--- config.mk ---
export PLATFORM = sky130hd
export DESIGN_NAME = peak_rms_decimator
export DESIGN_NICKNAME = d
export VERILOG_FILES = /design/src/rtl/prd_pkg.sv /design/src/rtl/prd_ram.sv /design/src/rtl/peak_rms_decimator.sv
export SDC_FILE = /design/constraint.sdc
export NUM_CORES = 2
export LEC_CHECK = 0
export ABC_CLOCK_PERIOD_IN_PS = 11300
export BUFFER_PORTS_ARGS = -buffer_cell sky130_fd_sc_hd__buf_2
export CORE_MARGIN = 1.5
export CORE_UTILIZATION = 50
export DETAILED_ROUTE_END_ITERATION = 16
export HOLD_SLACK_MARGIN = 0.1
export PLACE_DENSITY_LB_ADDON = 0.25
export SYNTH_ARGS = -nofsm -noshare
export SYNTH_HDL_FRONTEND = slang
export SYNTH_SLANG_ARGS = --single-unit
export TNS_END_PERCENT = 50
--- constraint.sdc ---
create_clock -name i_clk -period 11.3 [get_ports i_clk]
set_input_delay 2.26 -clock i_clk [delete_from_list [all_inputs] [get_ports i_clk]]
set_output_delay 2.26 -clock i_clk [all_outputs]
set_load 0.01 [all_outputs]
--- src/rtl/prd_pkg.sv ---
// Package for the peak/RMS decimator: constants and types.
`default_nettype none
package prd_pkg;
    localparam int MaxChannels     = 8;
    localparam int SampleBits      = 16;
    localparam int GroupsPerNotify = 64;
    localparam int CountBits       = 21;

    localparam logic [3:0]  ChannelCountReset = 4'd2;
    localparam logic [20:0] GroupSizeReset    = 21'd1024;

    typedef enum logic [0:0] {
        CFG_CHANNEL_COUNT = 1'b0,
        CFG_GROUP_SIZE    = 1'b1
    } t_cfg_index;

    typedef enum logic [2:0] {
        ST_RUN,
        ST_DIV,
        ST_ROOT,
        ST_EMIT,
        ST_CLEAR
    } t_state;
endpackage
`default_nettype wire

--- src/rtl/prd_ram.sv ---
// Generic single-port-write, single-port-read RAM with registered read data.
`default_nettype none
module prd_ram #(
    parameter int Width = 8,
    parameter int Depth = 8
) (
    input  wire                     i_clk,
    input  wire                     i_we,
    input  wire [$clog2(Depth)-1:0] i_waddr,
    input  wire [Width-1:0]         i_wdata,
    input  wire [$clog2(Depth)-1:0] i_raddr,
    output logic [Width-1:0]        o_rdata
);
    logic [Width-1:0] r_mem [Depth];

    always_ff @(posedge i_clk) begin
        if (i_we) begin
            r_mem[i_waddr] <= i_wdata;
        end
        o_rdata <= r_mem[i_raddr];
    end
endmodule
`default_nettype wire

--- src/rtl/peak_rms_decimator.sv ---
// Top level of the peak/RMS decimator: per-channel min, max and sum of squares in RAM.
//
// Channel     Direction  Word contents
// s_axis      in         tdata[15:0] sample
// m_axis      out        tdata channel, max_milli, min_milli, rms_milli; tlast; tuser notify
// cfg         in         index 0 channel_count, 1 samples_per_group
//
// Accumulation of a sample is a RAM read, then the write back.
// A closed group takes, per channel, a RAM read, a 53-step divide, the scaling
// multiply, a 37-step root and the output handshake, which the receiver can
// stall; the RAM sweep to reset values then takes one cycle per channel slot.
// No sample is accepted during that time. The RAM contents are cleared by the
// same sweep over all MaxChannels slots after reset as well.
`default_nettype none
module peak_rms_decimator #(
    parameter int MAX_CHANNELS      = prd_pkg::MaxChannels,
    parameter int SAMPLE_BITS       = prd_pkg::SampleBits,
    parameter int GROUPS_PER_NOTIFY = prd_pkg::GroupsPerNotify,
    parameter int COUNT_BITS        = prd_pkg::CountBits
) (
    input  wire         i_clk,
    input  wire         i_rst_n,
    input  wire         s_axis_tvalid,
    output logic        s_axis_tready,
    input  wire [15:0]  s_axis_tdata,   // [15:0] sample
    output logic        m_axis_tvalid,
    input  wire         m_axis_tready,
    output logic [39:0] m_axis_tdata,   // [2:0] channel, [13:3] max_milli,
                                        // [24:14] min_milli, [34:25] rms_milli
    output logic        m_axis_tlast,
    output logic        m_axis_tuser,   // [0] notify
    input  wire         i_cfg_valid,
    output logic        o_cfg_ready,
    input  wire [0:0]   i_cfg_index,
    input  wire [20:0]  i_cfg_data
);
    localparam int SB = SAMPLE_BITS;
    localparam int ChBits = (MAX_CHANNELS > 1) ? $clog2(MAX_CHANNELS) : 1;
    localparam int SumBits = 2 * SB + COUNT_BITS;
    localparam int RamW = 2 * SB + SumBits;
    localparam int GcBits = (GROUPS_PER_NOTIFY > 1) ? $clog2(GROUPS_PER_NOTIFY + 1) : 1;
    // Even width so the root takes its bit pairs on even positions.
    localparam int ProdBits = ((SumBits + 21) / 2) * 2;
    localparam int RootBits = (ProdBits + 1) / 2;
    localparam int DivCntBits = $clog2(SumBits + 1);
    localparam int RootCntBits = $clog2(RootBits + 1);
    localparam logic signed [SB-1:0] PeakHighReset = {1'b1, {(SB-1){1'b0}}};
    localparam logic signed [SB-1:0] PeakLowReset  = {1'b0, {(SB-1){1'b1}}};
    localparam int RecipShift = COUNT_BITS + ChBits;

    prd_pkg::t_state r_state, n_state;
    logic [3:0]  r_chan_cfg;
    logic [20:0] r_group_size;
    logic [COUNT_BITS-1:0] r_count;
    logic [ChBits-1:0] r_ch;
    logic [GcBits-1:0] r_group_cnt;
    logic r_notify;
    logic [ChBits:0] r_chans;  // effective channel count

    // accumulate pipeline
    logic r_acc_v;
    logic signed [SB-1:0] r_acc_s;
    logic [ChBits-1:0] r_acc_ch;

    // ram
    logic ram_we;
    logic [ChBits-1:0] ram_waddr, ram_raddr;
    logic [RamW-1:0] ram_wdata, ram_rdata;

    // group processing
    logic [ChBits-1:0] r_oc;
    logic [ChBits:0] r_clr;
    logic [1:0] r_rd_pend;
    logic signed [SB-1:0] r_hi, r_lo;
    logic [SumBits-1:0] r_quo, r_rem_src;
    logic [COUNT_BITS-1:0] r_n;
    logic [COUNT_BITS:0] r_drem;
    logic [DivCntBits-1:0] r_dcnt;
    logic [ProdBits-1:0] r_rv;
    logic [RootBits:0] r_root;
    logic [RootBits+1:0] r_rrem;
    logic [RootCntBits-1:0] r_rcnt;
    logic r_group_pending;
    logic [COUNT_BITS-1:0] r_closed_count;
    logic [COUNT_BITS-1:0] n_div_calc;

    prd_ram #(.Width(RamW), .Depth(MAX_CHANNELS)) u_ram (
        .i_clk(i_clk), .i_we(ram_we), .i_waddr(ram_waddr), .i_wdata(ram_wdata),
        .i_raddr(ram_raddr), .o_rdata(ram_rdata)
    );

    always_comb begin
        if (r_chan_cfg == 4'd0) r_chans = (ChBits+1)'(1);
        else if (32'(r_chan_cfg) > MAX_CHANNELS) r_chans = (ChBits+1)'(MAX_CHANNELS);
        else r_chans = (ChBits+1)'(r_chan_cfg);
    end

    logic s_fire, m_fire, acc_close;
    logic [ChBits-1:0] cur_ch, nxt_ch;
    logic [COUNT_BITS-1:0] cnt_inc;
    logic signed [SB-1:0] old_hi, old_lo, new_hi, new_lo;
    logic [SumBits-1:0] old_sum, new_sum;
    logic [2*SB-1:0] sq;

    // No sample is accepted while the last one is written back, so the read is never overlapped.
    assign s_axis_tready = (r_state == prd_pkg::ST_RUN) && !r_acc_v;
    assign s_fire = s_axis_tvalid && s_axis_tready;
    assign m_fire = m_axis_tvalid && m_axis_tready;
    assign o_cfg_ready = 1'b1;

    always_comb begin
        cur_ch = ((ChBits+1)'(r_ch) >= r_chans) ? '0 : r_ch;
        nxt_ch = ((ChBits+1)'(cur_ch) + 1'b1 >= r_chans) ? '0 : cur_ch + 1'b1;
        cnt_inc = r_count + 1'b1;
        acc_close = (21'(cnt_inc) >= r_group_size) || (COUNT_BITS > 21 &&
                    (cnt_inc >> 21) != 0);
        old_hi = ram_rdata[SB-1:0];
        old_lo = ram_rdata[2*SB-1:SB];
        old_sum = ram_rdata[RamW-1:2*SB];
        new_hi = (r_acc_s > old_hi) ? r_acc_s : old_hi;
        new_lo = (r_acc_s < old_lo) ? r_acc_s : old_lo;
        sq = (2*SB)'($signed(r_acc_s) * $signed(r_acc_s));
        new_sum = old_sum + SumBits'(sq);
    end

    always_comb begin
        ram_we = 1'b0;
        ram_waddr = r_acc_ch;
        ram_wdata = {new_sum, new_lo, new_hi};
        ram_raddr = (r_state == prd_pkg::ST_RUN) ? cur_ch : r_oc;
        if (r_state == prd_pkg::ST_CLEAR) begin
            ram_we = 1'b1;
            ram_waddr = r_clr[ChBits-1:0];
            ram_wdata = {{SumBits{1'b0}}, PeakLowReset, PeakHighReset};
        end else if (r_acc_v) begin
            ram_we = 1'b1;
        end
    end

    logic div_done, root_done, emit_next_last;
    assign div_done = (r_dcnt == DivCntBits'(SumBits));
    assign root_done = (r_rcnt == RootCntBits'(RootBits));
    assign emit_next_last = ((ChBits+1)'(r_oc) + 1'b1 >= r_chans);

    always_comb begin
        n_state = r_state;
        case (r_state)
            prd_pkg::ST_RUN:   if (r_acc_v && r_count == '0 && r_group_pending)
                                   n_state = prd_pkg::ST_DIV;
            prd_pkg::ST_DIV:   if (r_rd_pend == 2'd0 && div_done)
                                   n_state = prd_pkg::ST_ROOT;
            prd_pkg::ST_ROOT:  if (root_done) n_state = prd_pkg::ST_EMIT;
            prd_pkg::ST_EMIT:  if (m_fire) n_state = emit_next_last ? prd_pkg::ST_CLEAR
                                                                    : prd_pkg::ST_DIV;
            prd_pkg::ST_CLEAR: if (r_clr == (ChBits+1)'(MAX_CHANNELS - 1))
                                   n_state = prd_pkg::ST_RUN;
            default:           n_state = prd_pkg::ST_RUN;
        endcase
    end

    // mean and root step values
    logic [COUNT_BITS:0] dshift;
    logic [RootBits+1:0] rtry;
    logic [RootBits+1:0] rcand;
    always_comb begin
        dshift = {r_drem[COUNT_BITS-1:0], r_rem_src[SumBits-1]};
        rcand = {r_rrem[RootBits-1:0], r_rv[ProdBits-1 -: 2]};
        rtry = {r_root[RootBits-1:0], 2'b01};
    end

    logic [RootBits:0] rms_full;
    logic [9:0] rms_out;
    logic signed [SB+10:0] hi_p, lo_p;
    logic signed [10:0] hi_m, lo_m;
    always_comb begin
        rms_full = r_root >> (SB - 1);
        rms_out = (r_n == '0) ? 10'd0 :
                  (rms_full > (RootBits+1)'(1000)) ? 10'd1000 : rms_full[9:0];
        hi_p = (SB+11)'(r_hi) * (SB+11)'(1000);
        lo_p = (SB+11)'(r_lo) * (SB+11)'(1000);
        hi_m = 11'((hi_p + ((hi_p < 0) ? (SB+11)'((1 << (SB-1)) - 1) : '0)) >>> (SB-1));
        lo_m = 11'((lo_p + ((lo_p < 0) ? (SB+11)'((1 << (SB-1)) - 1) : '0)) >>> (SB-1));
    end

    assign m_axis_tvalid = (r_state == prd_pkg::ST_EMIT);
    assign m_axis_tdata = {5'd0, rms_out, lo_m, hi_m, 3'(r_oc)};
    assign m_axis_tlast = emit_next_last;
    assign m_axis_tuser = r_notify;

    always_ff @(posedge i_clk) begin
        if (!i_rst_n) begin
            r_state <= prd_pkg::ST_CLEAR;
            r_chan_cfg <= prd_pkg::ChannelCountReset;
            r_group_size <= prd_pkg::GroupSizeReset;
            r_count <= '0;
            r_ch <= '0;
            r_group_cnt <= '0;
            r_notify <= 1'b0;
            r_acc_v <= 1'b0;
            r_oc <= '0;
            r_clr <= '0;
            r_rd_pend <= '0;
            r_group_pending <= 1'b0;
        end else begin
            r_state <= n_state;
            if (i_cfg_valid) begin
                case (prd_pkg::t_cfg_index'(i_cfg_index))
                    prd_pkg::CFG_CHANNEL_COUNT: r_chan_cfg <= i_cfg_data[3:0];
                    prd_pkg::CFG_GROUP_SIZE:    r_group_size <= i_cfg_data;
                    default: ;
                endcase
            end
            r_acc_v <= s_fire;
            if (s_fire) begin
                r_acc_s <= $signed(s_axis_tdata[SB-1:0]);
                r_acc_ch <= cur_ch;
                r_ch <= nxt_ch;
                if (acc_close) begin
                    r_closed_count <= cnt_inc;
                    r_count <= '0;
                    r_group_pending <= 1'b1;
                    if (32'(r_group_cnt) + 1 >= GROUPS_PER_NOTIFY) begin
                        r_group_cnt <= '0;
                        r_notify <= 1'b1;
                    end else begin
                        r_group_cnt <= r_group_cnt + 1'b1;
                        r_notify <= 1'b0;
                    end
                end else begin
                    r_count <= cnt_inc;
                end
            end
            if (r_state == prd_pkg::ST_RUN && n_state == prd_pkg::ST_DIV) begin
                r_group_pending <= 1'b0;
                r_oc <= '0;
                r_rd_pend <= 2'd2;
                r_n <= COUNT_BITS'(n_div_calc);
            end
            case (r_state)
                prd_pkg::ST_DIV: begin
                    // The read is issued while r_rd_pend is 2; the word is captured while it is 1.
                    if (r_rd_pend == 2'd2) begin
                        r_rd_pend <= 2'd1;
                    end else if (r_rd_pend == 2'd1) begin
                        r_rd_pend <= 2'd0;
                        r_hi <= old_hi;
                        r_lo <= old_lo;
                        r_rem_src <= old_sum;
                        r_quo <= '0;
                        r_drem <= '0;
                        r_dcnt <= '0;
                    end else if (!div_done) begin
                        r_dcnt <= r_dcnt + 1'b1;
                        r_rem_src <= r_rem_src << 1;
                        if (r_n != '0 && dshift >= {1'b0, r_n}) begin
                            r_drem <= dshift - {1'b0, r_n};
                            r_quo <= {r_quo[SumBits-2:0], 1'b1};
                        end else begin
                            r_drem <= dshift;
                            r_quo <= {r_quo[SumBits-2:0], 1'b0};
                        end
                    end else begin
                        r_rv <= ProdBits'(r_quo) * ProdBits'(1000000);
                        r_root <= '0;
                        r_rrem <= '0;
                        r_rcnt <= '0;
                    end
                end
                prd_pkg::ST_ROOT: if (!root_done) begin
                    r_rcnt <= r_rcnt + 1'b1;
                    r_rv <= r_rv << 2;
                    if (rcand >= rtry) begin
                        r_rrem <= rcand - rtry;
                        r_root <= {r_root[RootBits-1:0], 1'b1};
                    end else begin
                        r_rrem <= rcand;
                        r_root <= {r_root[RootBits-1:0], 1'b0};
                    end
                end
                prd_pkg::ST_EMIT: if (m_fire) begin
                    r_clr <= '0;
                    if (!emit_next_last) begin
                        r_oc <= r_oc + 1'b1;
                        r_rd_pend <= 2'd2;
                    end
                end
                prd_pkg::ST_CLEAR: r_clr <= r_clr + 1'b1;
                default: ;
            endcase
        end
    end

    // Mean divisor: the closed count over the channel count, taken as a product
    // with a rounded-up reciprocal that is exact over the whole count range.
    logic [RecipShift:0] recip_tab [MAX_CHANNELS+1];
    logic [COUNT_BITS+RecipShift:0] n_prod;
    assign recip_tab[0] = '0;
    for (genvar d = 1; d <= MAX_CHANNELS; d++) begin : g_recip
        assign recip_tab[d] =
            (RecipShift+1)'(((64'd1 << RecipShift) + 64'(d) - 64'd1) / 64'(d));
    end
    always_comb begin
        n_prod = (COUNT_BITS+RecipShift+1)'(r_closed_count)
                 * (COUNT_BITS+RecipShift+1)'(recip_tab[r_chans]);
        n_div_calc = n_prod[RecipShift +: COUNT_BITS];
    end
endmodule
`default_nettype wire

==> results_dict.tcl <==
set metrics [dict create \
    power_density_mw_per_mm2 143 \
    end_kind "output port" \
    regArea_mm2 0.0348 \
    ys_ff_latch 1211 \
    antenna_found_initial 2 \
    r2r-start "r_acc_s[15]$_DFFE_PP_" \
    drtIter0Drc 4448 \
    cts_num_sinks 1211 \
    critPathRequiredTime_ps 9040 \
    hold_viol_final 0 \
    yosysUniqueCellTypes 105 \
    critPathLaunch "r_hi[3]$_DFFE_PP_" \
    grt_pass1_wl_um 361000 \
    synth_area_per_cell_um2 10.4 \
    synth_warnings 0 \
    worst_pin_slew_ps 1160 \
    reg2reg_slack_ps 1140 \
    p_sw_share_pct 32.6 \
    path_max_fanout 11 \
    clk_path_buf_depth 3 \
    synthArstFlopShare_pct 0 \
    hp-class "flip-flop to flip-flop" \
    place_hpwl_um 160000 \
    switchingPower_mw 4.75 \
    rsz0062_at_grt "false" \
    wl_um 225000 \
    drc 0 \
    fp-row-count 159 \
    fin_nets 10800 \
    dr.pass1.iters 5 \
    setup_viol_count_final 0 \
    multiInputGateArea_mm2 0.0530 \
    synth.top_cell.area_share_pct 33.7 \
    leakage_nw 45.4 \
    synth_edf_count 1055 \
    intPower_mw 9.81 \
    post_cts.repair.setup_buffers 0 \
    status "complete, no violations" \
    placed_cells 11400 \
    clk_pin_slew_ps 60 \
    worstReg2RegEnd "u_ram.r_mem[6][77]$_DFFE_PP_" \
    dieArea_mm2 0.191 \
    post_cts_resized 0 \
    vias_per_cell 5.47 \
    root_buffer "clkbuf_16" \
    wl_per_cell_um 19.4 \
    clock_latency_ps 790 \
    startpoint_type "flip-flop" \
    reg2reg_depth 30 \
    ys.flop_type "edfxtp_1" \
    netlist_area_mm2 0.0941 \
    yosysMostFrequentCell "nand2_1" \
    fin_skew_ps 30.6 \
    arrival_ps 8150 \
    coreArea_mm2 0.187 \
    numPortBuffers 81 \
    synth_top_area_cell "edfxtp_1" \
    initial_core_util_pct 50.2 \
    p_seq_share_pct 35.6 \
    synth.area.top_cells "edfxtp_1 34%, fa_1 21%, ha_1 10%, nand2_1 5.8%, inv_1 5.5%" \
    crit_end "m_axis_tdata[13]" \
    grt_max_degree 193 \
    die_w_um 437 \
    cts_buffers 137 \
    htreeDepth 4 \
    route.vias.total 63600 \
    tns_ps 0 \
    worstSetupPathType "flip-flop to output port" \
    drv_slew 0 \
    cap_violations 0 \
    instances_no_fill 11600 \
    vdd_drop_max_uv 301 \
    period_share_pct 92.1 \
    gr-total-overflow 0 \
    io-pin-count 88 \
    synthTopCellsByCount "1446 x nand2_1, 1374 x inv_1, 1055 x edfxtp_1" \
    layout-drive-gt1-share_pct 5.14 \
    area_delta_synth_final_pct 8.18 \
    fin_crit_ps 10410 \
    clock.fmax_ghz 0.0961 \
    combPwrFrac_pct 32.7 \
    fp.dieH_um 437 \
    cts_tree "done" \
    holdBufCountCts 0 \
    clkPwrFrac_pct 31.7 \
    ys_seq_area_share_pct 37.0 \
    drtAntennaViolNets 0 \
    syn_inst 9067 \
    gp_congestion 0.975 \
    nFillCells 16200 \
    maxSlewHeadroom_pct 22.7 \
    grt_pass1_vias 65400 \
    grt_usage_pct 23.9 \
]
cell type report:
type | instances | share of cell area (%)
Timing Repair Buffer | 151 | 0.964
Clock buffer | 170 | 3.61
Tap cell | 2495 | 3.07
Antenna cell | 2 | 0.00492
Multi-Input combinational cell | 6150 | 52.1
Inverter | 1378 | 5.08
Sequential cell | 1211 | 34.2
Clock inverter | 80 | 0.979
registers in the layout, indices dropped and copies added, names as in the netlist, 21 cells and up:
register	cells
r_closed_count	21
r_count	21
r_drem	21
r_group_size	21
r_n	21
r_quo	53
r_rem_src	53
r_root	38
r_rrem	37
r_rv	68
u_ram.o_rdata	85
u_ram.r_mem	680
cells by family after synthesis:
family	Yosys count	share of synthesized area, %
compound gates	1069	7.26
xor+xnor	298	2.78
fa+ha+maj	1767	31.5
buf+inv	1710	6.88
flops	1211	37.0
mux	51	0.548
other cells	2	0.00798
simple gates	2959	14.0
cells in the final DEF, fill, tap and decap left out, types with 23 or more instances in the layout:
cell,Yosys,routed
dfxtp_1,156,156
fa_1,1004,1004
nand3_1,515,515
nor3_1,52,52
ha_1,762,762
nor2_1,460,449
mux2i_1,47,47
buf_2,15,81
a31oi_1,23,23
o21ai_0,189,188
a211oi_1,37,37
o211ai_1,35,35
and2_1,171,169
o21bai_1,32,32
o21ai_1,72,71
nand2_1,1446,1444
and3_1,61,58
inv_1,1374,1374
a21oi_1,338,336
xor2_1,87,87
a21o_1,144,144
nand2b_1,37,37
clkbuf_1,275,23
buf_4,6,66
xnor2_1,211,211
edfxtp_1,1055,1055
clkbuf_16,0,139
nand4_1,50,50
o21a_1,39,37
nor2b_1,55,54
through the flow:
| stage | setup slack (ps) | cell area, µm² | util [%] | power [mW] | hold WS [ps] |
|---|---|---|---|---|---|
| after floorplan | 2400 | 94100 | - | 8.70 | 408 |
| after global placement | 1390 | 97100 | 51.8 | 9.90 | 417 |
| after detailed placement | 1180 | 97100 | 51.8 | 9.99 | 414 |
| after CTS | 802 | 102000 | 54.3 | 14.7 | 428 |
| after global routing | 300 | 102000 | 54.3 | 15.4 | 454 |
| final | 890 | 102000 | 54.3 | 14.6 | 429 |
routing by layer:
| layer | track usage, % | routed length [µm] | vias to the layer above |
|---|---|---|---|
| li1 | - | - | 29800 |
| met1 | 31.6 | 95200 | 31600 |
| met2 | 40.6 | 110000 | 1723 |
| met3 | 3.55 | 13000 | 412 |
| met4 | 7.25 | 6990 | 0 |
| met5 | 0 | 0 | - |
worst min-delay path by stage:
stage | end | startpoint | cells after the start | slack [ps]
after floorplan | r_lo[10]$_DFFE_PP_ | u_ram.o_rdata[26]$_DFF_P_ | 0 | 410
after global placement | r_lo[12]$_DFFE_PP_ | u_ram.o_rdata[28]$_DFF_P_ | 0 | 420
after detailed placement | r_lo[12]$_DFFE_PP_ | u_ram.o_rdata[28]$_DFF_P_ | 0 | 410
after CTS | r_lo[12]$_DFFE_PP_ | u_ram.o_rdata[28]$_DFF_P_ | 0 | 430
after global routing | r_lo[12]$_DFFE_PP_ | u_ram.o_rdata[28]$_DFF_P_ | 0 | 450
final | r_lo[12]$_DFFE_PP_ | u_ram.o_rdata[28]$_DFF_P_ | 0 | 430
power by group through the flow:
stage / combinational [mW] / clock (mW) / sequential (mW)
2_1_floorplan: 3.44 / 0 / 5.26
3_3_place_gp: 4.63 / 0 / 5.27
3_5_place_dp: 4.72 / 0 / 5.27
4_1_cts: 4.77 / 4.71 / 5.18
5_1_grt: 5.39 / 4.86 / 5.19
6_report: 4.76 / 4.62 / 5.18
critical path: stages, from the launching register on:
cell and delay (ps):
edfxtp_1 560, fa_1 590, inv_1 50, fa_1 530
inv_1 50, fa_1 390, fa_1 470, ha_1 390
a2111oi_4 370, o21ai_1 170, a221oi_2 340, o21ai_1 140
a41oi_2 370, nor2_1 80, o21ai_0 190, xnor2_1 310
ha_1 410, and4_1 250, and3b_1 200, a21oi_1 70
o21ai_1 110, a311oi_1 70, mux2i_1 290, a21oi_4 150
nor4b_4 360, nand4_1 160, xnor2_1 170, buf_2 140
Power figures use the tool's default switching activity.
